--- src/greedy_capacity_assignment_unit_assert.svh ---
// Assertion macros for the greedy capacity assignment unit RTL.
// ASSERT_AT: property sampled at the rising clock edge, quiet during reset.
// ASSERT_NEVER: a condition that must never hold at a rising clock edge.
`ifndef GREEDY_CAPACITY_ASSIGNMENT_UNIT_ASSERT_SVH
`define GREEDY_CAPACITY_ASSIGNMENT_UNIT_ASSERT_SVH
`ifndef SYNTH
`define ASSERT_AT(label, prop, msg) \
	label: assert property (@(posedge clk) disable iff (!arst_n) prop) else $error(msg);
`define ASSERT_NEVER(label, cond, msg) \
	label: assert property (@(posedge clk) disable iff (!arst_n) !(cond)) else $error(msg);
`else
`define ASSERT_AT(label, prop, msg)
`define ASSERT_NEVER(label, cond, msg)
`endif
`endif

--- src/gca_pkg.sv ---
`timescale 1ns / 1ps
`default_nettype none
package gca_pkg;
	localparam int MODE_W   = 2;
	localparam int ISLOT_W  = 6;
	localparam int BSLOT_W  = 7;
	localparam int COUNT_W  = 7;
	localparam int CFG_IDX_W = 1;
	localparam int SUM_W    = 27;
	localparam int OUT_W    = 26;

	localparam logic [MODE_W-1:0] MODE_LOAD_ITEM = 2'd0;
	localparam logic [MODE_W-1:0] MODE_LOAD_BOX  = 2'd1;
	localparam logic [MODE_W-1:0] MODE_QUERY     = 2'd2;

	localparam logic [CFG_IDX_W-1:0] REG_ITEM_COUNT = 1'd0;
	localparam logic [CFG_IDX_W-1:0] REG_BOX_COUNT  = 1'd1;

	typedef enum logic [2:0] {
		ST_IDLE,
		ST_INIT,
		ST_BSCAN,
		ST_ISCAN,
		ST_DONE
	} gca_state_t;
endpackage
`default_nettype wire

--- src/gca_ram.sv ---
`timescale 1ns / 1ps
`default_nettype none
module gca_ram #(
	parameter int WIDTH = 20,
	parameter int DEPTH = 64,
	parameter int AW    = 6
) (
	input  wire logic             clk,
	input  wire logic             we,
	input  wire logic [AW-1:0]    waddr,
	input  wire logic [WIDTH-1:0] wdata,
	input  wire logic [AW-1:0]    raddr,
	output logic      [WIDTH-1:0] rdata_q
);
	logic [WIDTH-1:0] mem [DEPTH];

	// single write port, registered read
	always_ff @(posedge clk) begin
		if (we) begin
			mem[waddr] <= wdata;
		end
		rdata_q <= mem[raddr];
	end
endmodule
`default_nettype wire

--- src/greedy_capacity_assignment_unit.sv ---
`timescale 1ns / 1ps
`default_nettype none
// Channel  Direction  Handshake            Word
// in       sink       in_valid / in_stall  mode, slots, amounts, exclusion range
// out      source     out_valid/out_stall  total_value
// cfg      sink       cfg_valid/cfg_ready  cfg_index, cfg_data
//
// For a query, each box round walks the capacity memory for the smallest open
// box and then the item memory for the best fit, one entry a cycle through a
// single read port and one shared comparator.
// arst_n clears the sequencer, flags, counts and the output valid flag; the
// tables hold garbage until written. in_stall stays high through a query and
// while its result still waits behind a stalled output. cfg_ready is always high.
module greedy_capacity_assignment_unit
	import gca_pkg::*;
#(
	parameter int MAX_ITEMS   = 64,
	parameter int MAX_BOXES   = 64,
	parameter int AMOUNT_BITS = 20
) (
	input  wire logic                   clk,
	input  wire logic                   arst_n,
	input  wire logic                   cfg_valid,
	output logic                        cfg_ready,
	input  wire logic [CFG_IDX_W-1:0]   cfg_index,
	input  wire logic [COUNT_W-1:0]     cfg_data,
	input  wire logic                   in_valid,
	output logic                        in_stall,
	input  wire logic [MODE_W-1:0]      mode,
	input  wire logic [ISLOT_W-1:0]     item_slot,
	input  wire logic [AMOUNT_BITS-1:0] item_weight_in,
	input  wire logic [AMOUNT_BITS-1:0] item_value_in,
	input  wire logic [BSLOT_W-1:0]     box_slot,
	input  wire logic [AMOUNT_BITS-1:0] box_capacity_in,
	input  wire logic [BSLOT_W-1:0]     exclude_low,
	input  wire logic [BSLOT_W-1:0]     exclude_high,
	output logic                        out_valid,
	input  wire logic                   out_stall,
	output logic [OUT_W-1:0]            total_value
);
	localparam int IA = (MAX_ITEMS > 1) ? $clog2(MAX_ITEMS) : 1;
	localparam int BA = (MAX_BOXES > 1) ? $clog2(MAX_BOXES) : 1;
	localparam int MAXN = (MAX_ITEMS > MAX_BOXES) ? MAX_ITEMS : MAX_BOXES;
	localparam int CW = $clog2(MAXN + 1);
	localparam int AB = AMOUNT_BITS;

	gca_state_t state_q, state_d;

	logic [COUNT_W-1:0] item_count_q, box_count_q;
	logic [BSLOT_W-1:0] lo_q, hi_q;
	logic [CW-1:0]      nitems_q;
	logic [CW-1:0]      cnt_q;
	logic [CW-1:0]      idx_s1;
	logic               vld_s1;
	logic               found_q;
	logic [AB-1:0]      best_q;     // smallest capacity, then best value
	logic [AB-1:0]      cap_q;      // capacity of the box being filled
	logic [BA-1:0]      box_pick_q;
	logic [IA-1:0]      item_pick_q;
	logic [MAX_BOXES-1:0] box_done_q;
	logic [MAX_ITEMS-1:0] item_taken_q;
	logic [SUM_W-1:0]   sum_q;
	logic               out_valid_q;
	logic [OUT_W-1:0]   total_value_q;

	logic in_acc, out_free;
	logic item_we, box_we;
	logic [2*AB-1:0] item_rd;
	logic [AB-1:0]   cap_rd;
	logic [CW-1:0]   lim;
	logic            issue, scan_end;
	logic            lt_a_b;
	logic [AB-1:0]   cmp_a, cmp_b;
	logic            take;
	logic [MAX_BOXES-1:0] init_done;
	logic [CW-1:0]   nitems_d;

	assign cfg_ready   = 1'b1;
	assign in_stall    = (state_q != ST_IDLE);
	assign in_acc      = in_valid && !in_stall;
	assign out_free    = !out_valid_q || !out_stall;
	assign out_valid   = out_valid_q;
	assign total_value = total_value_q;

	// Table writes happen only from an accepted load word.
	assign item_we = in_acc && (mode == MODE_LOAD_ITEM) && (int'(item_slot) < MAX_ITEMS);
	assign box_we  = in_acc && (mode == MODE_LOAD_BOX) && (box_slot != '0)
		&& (int'(box_slot) <= MAX_BOXES);

	gca_ram #(.WIDTH(2*AB), .DEPTH(MAX_ITEMS), .AW(IA)) u_item_ram (
		.clk    (clk),
		.we     (item_we),
		.waddr  (IA'(item_slot)),
		.wdata  ({item_weight_in, item_value_in}),
		.raddr  (cnt_q[IA-1:0]),
		.rdata_q(item_rd)
	);

	gca_ram #(.WIDTH(AB), .DEPTH(MAX_BOXES), .AW(BA)) u_cap_ram (
		.clk    (clk),
		.we     (box_we),
		.waddr  (BA'(box_slot - BSLOT_W'(1))),
		.wdata  (box_capacity_in),
		.raddr  (cnt_q[BA-1:0]),
		.rdata_q(cap_rd)
	);

	// Clamp the item count and build the closed-box mask for a new query.
	always_comb begin
		nitems_d = (int'(item_count_q) > MAX_ITEMS) ? CW'(MAX_ITEMS) : CW'(item_count_q);
		for (int b = 0; b < MAX_BOXES; b++) begin
			init_done[b] = !((b < int'(box_count_q))
				&& (((b + 1) < int'(lo_q)) || ((b + 1) > int'(hi_q))));
		end
	end

	// Shared comparator: capacity search in the box pass, fit test in the item pass.
	always_comb begin
		if (state_q == ST_BSCAN) begin
			cmp_a = cap_rd;
			cmp_b = best_q;
		end else begin
			cmp_a = cap_q;
			cmp_b = item_rd[2*AB-1:AB];
		end
		lt_a_b = (cmp_a < cmp_b);
	end

	// Next state.
	always_comb begin
		state_d = state_q;
		case (state_q)
			ST_IDLE: begin
				if (in_acc && (mode == MODE_QUERY)) state_d = ST_INIT;
			end
			ST_INIT: state_d = ST_BSCAN;
			ST_BSCAN: begin
				if (scan_end) state_d = found_q ? ST_ISCAN : ST_DONE;
			end
			ST_ISCAN: begin
				if (scan_end) state_d = ST_BSCAN;
			end
			ST_DONE: begin
				if (out_free) state_d = ST_IDLE;
			end
			default: state_d = ST_IDLE;
		endcase
	end

	// Sequencer outputs.
	always_comb begin
		lim = '0;
		take = 1'b0;
		case (state_q)
			ST_BSCAN: begin
				lim  = CW'(MAX_BOXES);
				take = vld_s1 && !box_done_q[idx_s1[BA-1:0]] && (!found_q || lt_a_b);
			end
			ST_ISCAN: begin
				lim  = nitems_q;
				take = vld_s1 && !item_taken_q[idx_s1[IA-1:0]] && !lt_a_b
					&& (!found_q || (best_q < item_rd[AB-1:0]));
			end
			default: begin
				lim  = '0;
				take = 1'b0;
			end
		endcase
		issue    = ((state_q == ST_BSCAN) || (state_q == ST_ISCAN)) && (cnt_q < lim);
		scan_end = ((state_q == ST_BSCAN) || (state_q == ST_ISCAN)) && !(cnt_q < lim)
			&& !vld_s1;
	end

	always_ff @(posedge clk or negedge arst_n) begin
		if (!arst_n) begin
			state_q      <= ST_IDLE;
			item_count_q <= '0;
			box_count_q  <= '0;
			cnt_q        <= '0;
			vld_s1       <= 1'b0;
			found_q      <= 1'b0;
			box_done_q   <= '0;
			item_taken_q <= '0;
			sum_q        <= '0;
			out_valid_q  <= 1'b0;
		end else begin
			state_q <= state_d;
			if (cfg_valid && cfg_ready) begin
				case (cfg_index)
					REG_ITEM_COUNT: item_count_q <= cfg_data;
					REG_BOX_COUNT:  box_count_q  <= cfg_data;
					default: ;
				endcase
			end
			// raise the result when the query is done, drop it once taken
			if ((state_q == ST_DONE) && out_free) out_valid_q <= 1'b1;
			else if (out_valid_q && !out_stall) out_valid_q <= 1'b0;

			vld_s1 <= issue;
			if (issue) cnt_q <= cnt_q + CW'(1);
			if (take) found_q <= 1'b1;

			case (state_q)
				ST_INIT: begin
					box_done_q   <= init_done;
					item_taken_q <= '0;
					sum_q        <= '0;
					cnt_q        <= '0;
					found_q      <= 1'b0;
				end
				ST_BSCAN: begin
					if (scan_end) begin
						// if a box was found, close it and start the item pass
						cnt_q   <= '0;
						found_q <= 1'b0;
						if (found_q) box_done_q[box_pick_q] <= 1'b1;
					end
				end
				ST_ISCAN: begin
					if (scan_end) begin
						cnt_q   <= '0;
						found_q <= 1'b0;
						if (found_q) begin
							item_taken_q[item_pick_q] <= 1'b1;
							sum_q <= sum_q + SUM_W'(best_q);
						end
					end
				end
				default: ;
			endcase
		end
	end

	// Payload registers.
	always_ff @(posedge clk) begin
		if (in_acc) begin
			lo_q <= exclude_low;
			hi_q <= exclude_high;
		end
		// track the address whose read data arrives next cycle
		if (issue) idx_s1 <= cnt_q;
		if (state_q == ST_INIT) nitems_q <= nitems_d;
		if (take) begin
			if (state_q == ST_BSCAN) begin
				best_q     <= cap_rd;
				box_pick_q <= idx_s1[BA-1:0];
			end else begin
				best_q      <= item_rd[AB-1:0];
				item_pick_q <= idx_s1[IA-1:0];
			end
		end
		if ((state_q == ST_BSCAN) && scan_end) cap_q <= best_q;
		if ((state_q == ST_DONE) && out_free) total_value_q <= sum_q[OUT_W-1:0];
	end

`include "greedy_capacity_assignment_unit_assert.svh"

	`ASSERT_AT(a_query_starts, (in_acc && (mode == MODE_QUERY)) |=> (state_q == ST_INIT), "query word did not start a query")
	`ASSERT_AT(a_result_from_done, $rose(out_valid_q) |-> ($past(state_q) == ST_DONE), "result raised outside the done step")
	`ASSERT_AT(a_box_closed, ((state_q == ST_ISCAN) && ($past(state_q) == ST_BSCAN)) |-> box_done_q[box_pick_q], "item pass began with chosen box still open")
	`ASSERT_NEVER(a_no_issue_idle, issue && (state_q == ST_IDLE), "memory scan while idle")
endmodule
`default_nettype wire
--- config.mk ---
export PLATFORM = sky130hd
export DESIGN_NAME = greedy_capacity_assignment_unit
export DESIGN_NICKNAME = d
export VERILOG_FILES = /design/src/gca_pkg.sv /design/src/gca_ram.sv /design/src/greedy_capacity_assignment_unit.sv
export VERILOG_INCLUDE_DIRS = /design/src /design/src/src
export SDC_FILE = /design/constraint.sdc
export NUM_CORES = 2
export LEC_CHECK = 0
export CAP_MARGIN = 25
export CORE_MARGIN = 4
export CORE_UTILIZATION = 63
export DETAILED_ROUTE_END_ITERATION = 16
export DONT_BUFFER_PORTS = 1
export PLACE_DENSITY = 0.79
export SYNTH_ARGS = -nofsm -noshare
export SYNTH_HDL_FRONTEND = slang
export SYNTH_SLANG_ARGS = --single-unit
export TNS_END_PERCENT = 100
--- constraint.sdc ---
create_clock -name clk -period 4.79 [get_ports clk]
set_clock_uncertainty 0.05 [all_clocks]
set_input_delay 0 -clock clk [delete_from_list [all_inputs] [get_ports clk]]
set_output_delay 0 -clock clk [all_outputs]
set_load 0.005 [all_outputs]
==> impl_results.md <==
* Worst EP required at 5.42 ns
* Fmax at 216 MHz
* CP cell instances: dlygate4sd3_1, inv_1, ha_1, nand2b_1, nor4_1, xnor2_1, nand4b_1, nor2_1, nand3_1, nor2_2, buf_4
* Post-CTS Setup Inserts at 0
* Final Critical Period at 4.63 ns
* CTS tree: built
* Yosys reg bits at 4,186
* Setup Slack @ Placement at 0.538 ns
* Final setup vio count at 0
* Final WS setup at 0.155 ns
* Peak supply drop at 496 uV
* Avg Cell Area, Syn at 22.4 um2
* Drt via density at 7.75
* Synth area leader: edfxtp_1
* R2r setup slk at 0.42 ns
* Largest net degree at the start of global routing at 182
* Syn_nets at 7,448
* Critical Path End Type: register
* Top Ports at 131
* GR Overflow Total at 0
* Die Y-Extent at 517 um
* Routed len/inst at 44.5 um
* Slew @ Worst Pin at 1.32 ns
* Finished Layout Cells at 11,619
* Final Hold Vio Count at 1
* Final worst path period share at 0.968
* Status: complete, but fails checks
* Hold endpoint: u_cap_ram.mem[3][19]$_DFFE_PP_
* WL met2 at 247,000 um
* Full die area at 267,000 um2
* CP startpoint kind: primary input
* Post-Route WL at 517,000 um
* Sequential share of the synthesized area at 0.762
* Vias after detailed routing at 90,018
* EDFF count, synth at 3,945
* Distinct cells, synth at 75
* Clock latency on the worst-skew pair at 1.01 ns
* Initial antenna violation count at 45
* Failing checks: antenna violations, negative hold slack
* FF-to-FF Start: state_q[0]$_DFFE_PN0P_
* Core area at 257,000 um2
* Yosys top cell area share at 0.727
* CP peak stage delay at 0.76 ns
* Clk slew on worst S/H paths at 0.06 ns
* Pwr dens at 421 nW/um2
* Final Slew Violations at 0
* Most common cell after layout, fill and taps aside: edfxtp_1
* Max-Cap Viols at 0
* Pre-Repair DR Iteration Count at 7
* Async SR Flop Fraction at 0.0432
* Clock tree buffer depth at 4
* Hold Path Stages at 2
* Leak at 58.0 nW
* Number of global-route vias before repair at 89,536
* Mapped Area at 163,000 um2
* Port bufs at 0
* Wl on met1 at 160,000 um
* Cell count of the worst reg-to-reg path at 8
* Syn-to-layout area delta at 14.5%
* Crit Path Class: in2reg
* Syn Inst Count at 7,279
* Share of layout cells above drive strength 1 at 0.297
* Met3 wire len at 71,400 um
* Unrepaired setup endpoints after global routing: false
* H-tree depth at 5
* CP Max Fanout at 11
* DP Wirelength at 240,000 um
* Post-CTS sizing at 0
* First-pass GRT wire length at 722,000 um
* Setup TNS Final at 0 ns
* Clock root buffer: clkbuf_16
* Dpl cells at 10,563
* Die Span X at 517 um
* Synthesis Warnings at 0
* Highest routing layer actually used: met5
* FP Rows at 186
* Gr usage total at 0.393
* DR iter-0 viols at 17,861
* Reg2reg end: u_item_ram.mem[0][38]$_DFFE_PP_
* Hold_buf cts at 272
* WHS at -0.0000153 ns
* Hold Path Class: in2reg
* DRC violations left at 0
* Largest cells by area after synthesis: edfxtp_1 73%, mux4_2 18%, dfrtp_1 2.8%, dfxtp_1 0.74%, a21oi_1 0.70%
* Main synth FF type: edfxtp_1
* Inserted Clock Buffers at 398
* Final Power at 78.5 mW
* Final #Nets at 8,032
* Slowest CP cell: nor2_2
* Hold path startpoint: box_capacity_in[19]
* Initial Utilization at 0.634
* Worst EP arrival at 5.26 ns
* Final RePlAce weighted congestion at 0.885
* Clock sink count at 4,186
* Commonest cells after routing, fill and taps aside: 3,945 x edfxtp_1, 1,295 x mux4_2, 400 x clkbuf_16
* Slew headroom at 0.121
* Final ANT Viol Nets at 1
==> cells in the mapped netlist (all sizes together), types with 11 or more instances <==
master,n
a211oi,16
a21o,24
a21oi,227
a31oi,39
and3,11
buf,132
clkbuf,268
dfrtp,181
dfxtp,60
edfxtp,3945
ha,66
inv,40
mux2,17
mux2i,33
mux4,1295
nand2,181
nand2b,15
nand3,37
nor2,282
nor2b,20
nor3,26
o211ai,21
o21ai,162
or3,18
xnor2,13
==> worst max path at each step <==
stage	depth (start not counted)	start	end
CTS	11	box_slot[0]	u_cap_ram.mem[4][15]$_DFFE_PP_
global placement	14	state_q[1]$_DFFE_PN0P_	best_q[2]$_DFFE_PP_
finish	11	box_slot[0]	u_cap_ram.mem[4][17]$_DFFE_PP_
global route	14	state_q[1]$_DFFE_PN0P_	best_q[1]$_DFFE_PP_
detailed placement	14	state_q[1]$_DFFE_PN0P_	best_q[6]$_DFFE_PP_
floorplan	16	state_q[1]$_DFFE_PN0P_	best_q[0]$_DFFE_PP_
==> layer usage <==
| layer | GRT usage | vias up |
|---|---|---|
| li1 | - | 32029 |
| met1 | 0.506 | 45846 |
| met2 | 0.614 | 9906 |
| met3 | 0.107 | 2201 |
| met4 | 0.226 | 36 |
| met5 | 0.00775 | - |
==> metrics by stage <==
| step | instance area (um2) | hold WS [ns] | utilization |
|---|---|---|---|
| detailed placement | 169000 | -0.335 | 0.658 |
| global placement | 169000 | -0.340 | 0.658 |
| finish | 187000 | -0.0000153 | 0.726 |
| global route | 187000 | 0.00556 | 0.726 |
| CTS | 186000 | 0.000372 | 0.725 |
| floorplan | 163000 | -0.346 | - |
==> logic make-up after synthesis <==
| group | share of synthesized area |
|---|---|
| xor gates and xnor gates | 0.00124 |
| AOI/OAI and AO/OA | 0.0200 |
| DFF | 0.762 |
| and+or+nand+nor | 0.0186 |
| muxes | 0.182 |
| other | 0.0000230 |
| adders and majority gates | 0.00519 |
| buffers and inverters | 0.0107 |
==> report_power, final <==
group	total (mW)	internal (mW)	switching (mW)
logic	4.82	2.18	2.65
registers	40.6	40.3	0.333
clock network	33.1	18.1	15.0
==> worst max-delay path: cells and delay by family <==
| kind | cells | cell delay [ns] |
|---|---|---|
| AND/OR/NAND/NOR | 6 | 3.08 |
| buffers and inverters | 3 | 1.19 |
| XOR/XNOR | 1 | 0.49 |
| adder cells (fa/ha/maj) | 1 | 0.47 |
==> sequential cells by signal, summed over array words and instances, names as in the netlist, 20 cells and up <==
| register | flops |
|---|---|
| u_item_ram.mem | 2560 |
| u_cap_ram.mem | 1280 |
| box_done_q | 64 |
| item_taken_q | 64 |
| u_item_ram.rdata_q | 40 |
| sum_q | 26 |
| total_value | 26 |
| best_q | 20 |
| cap_q | 20 |
| u_cap_ram.rdata_q | 20 |
==> area by class of cell <==
type | count | area [um2]
flip-flops and latches | 4186 | 124000
fillers | 13183 | 70500
multi-input cells | 2653 | 37700
clock buffers | 507 | 10600
repair buffers | 584 | 7040
well taps | 3384 | 4230
clock inverters | 233 | 2610
inverters | 40 | 150
diodes | 32 | 80.1
Power figures use the tool's default switching activity.
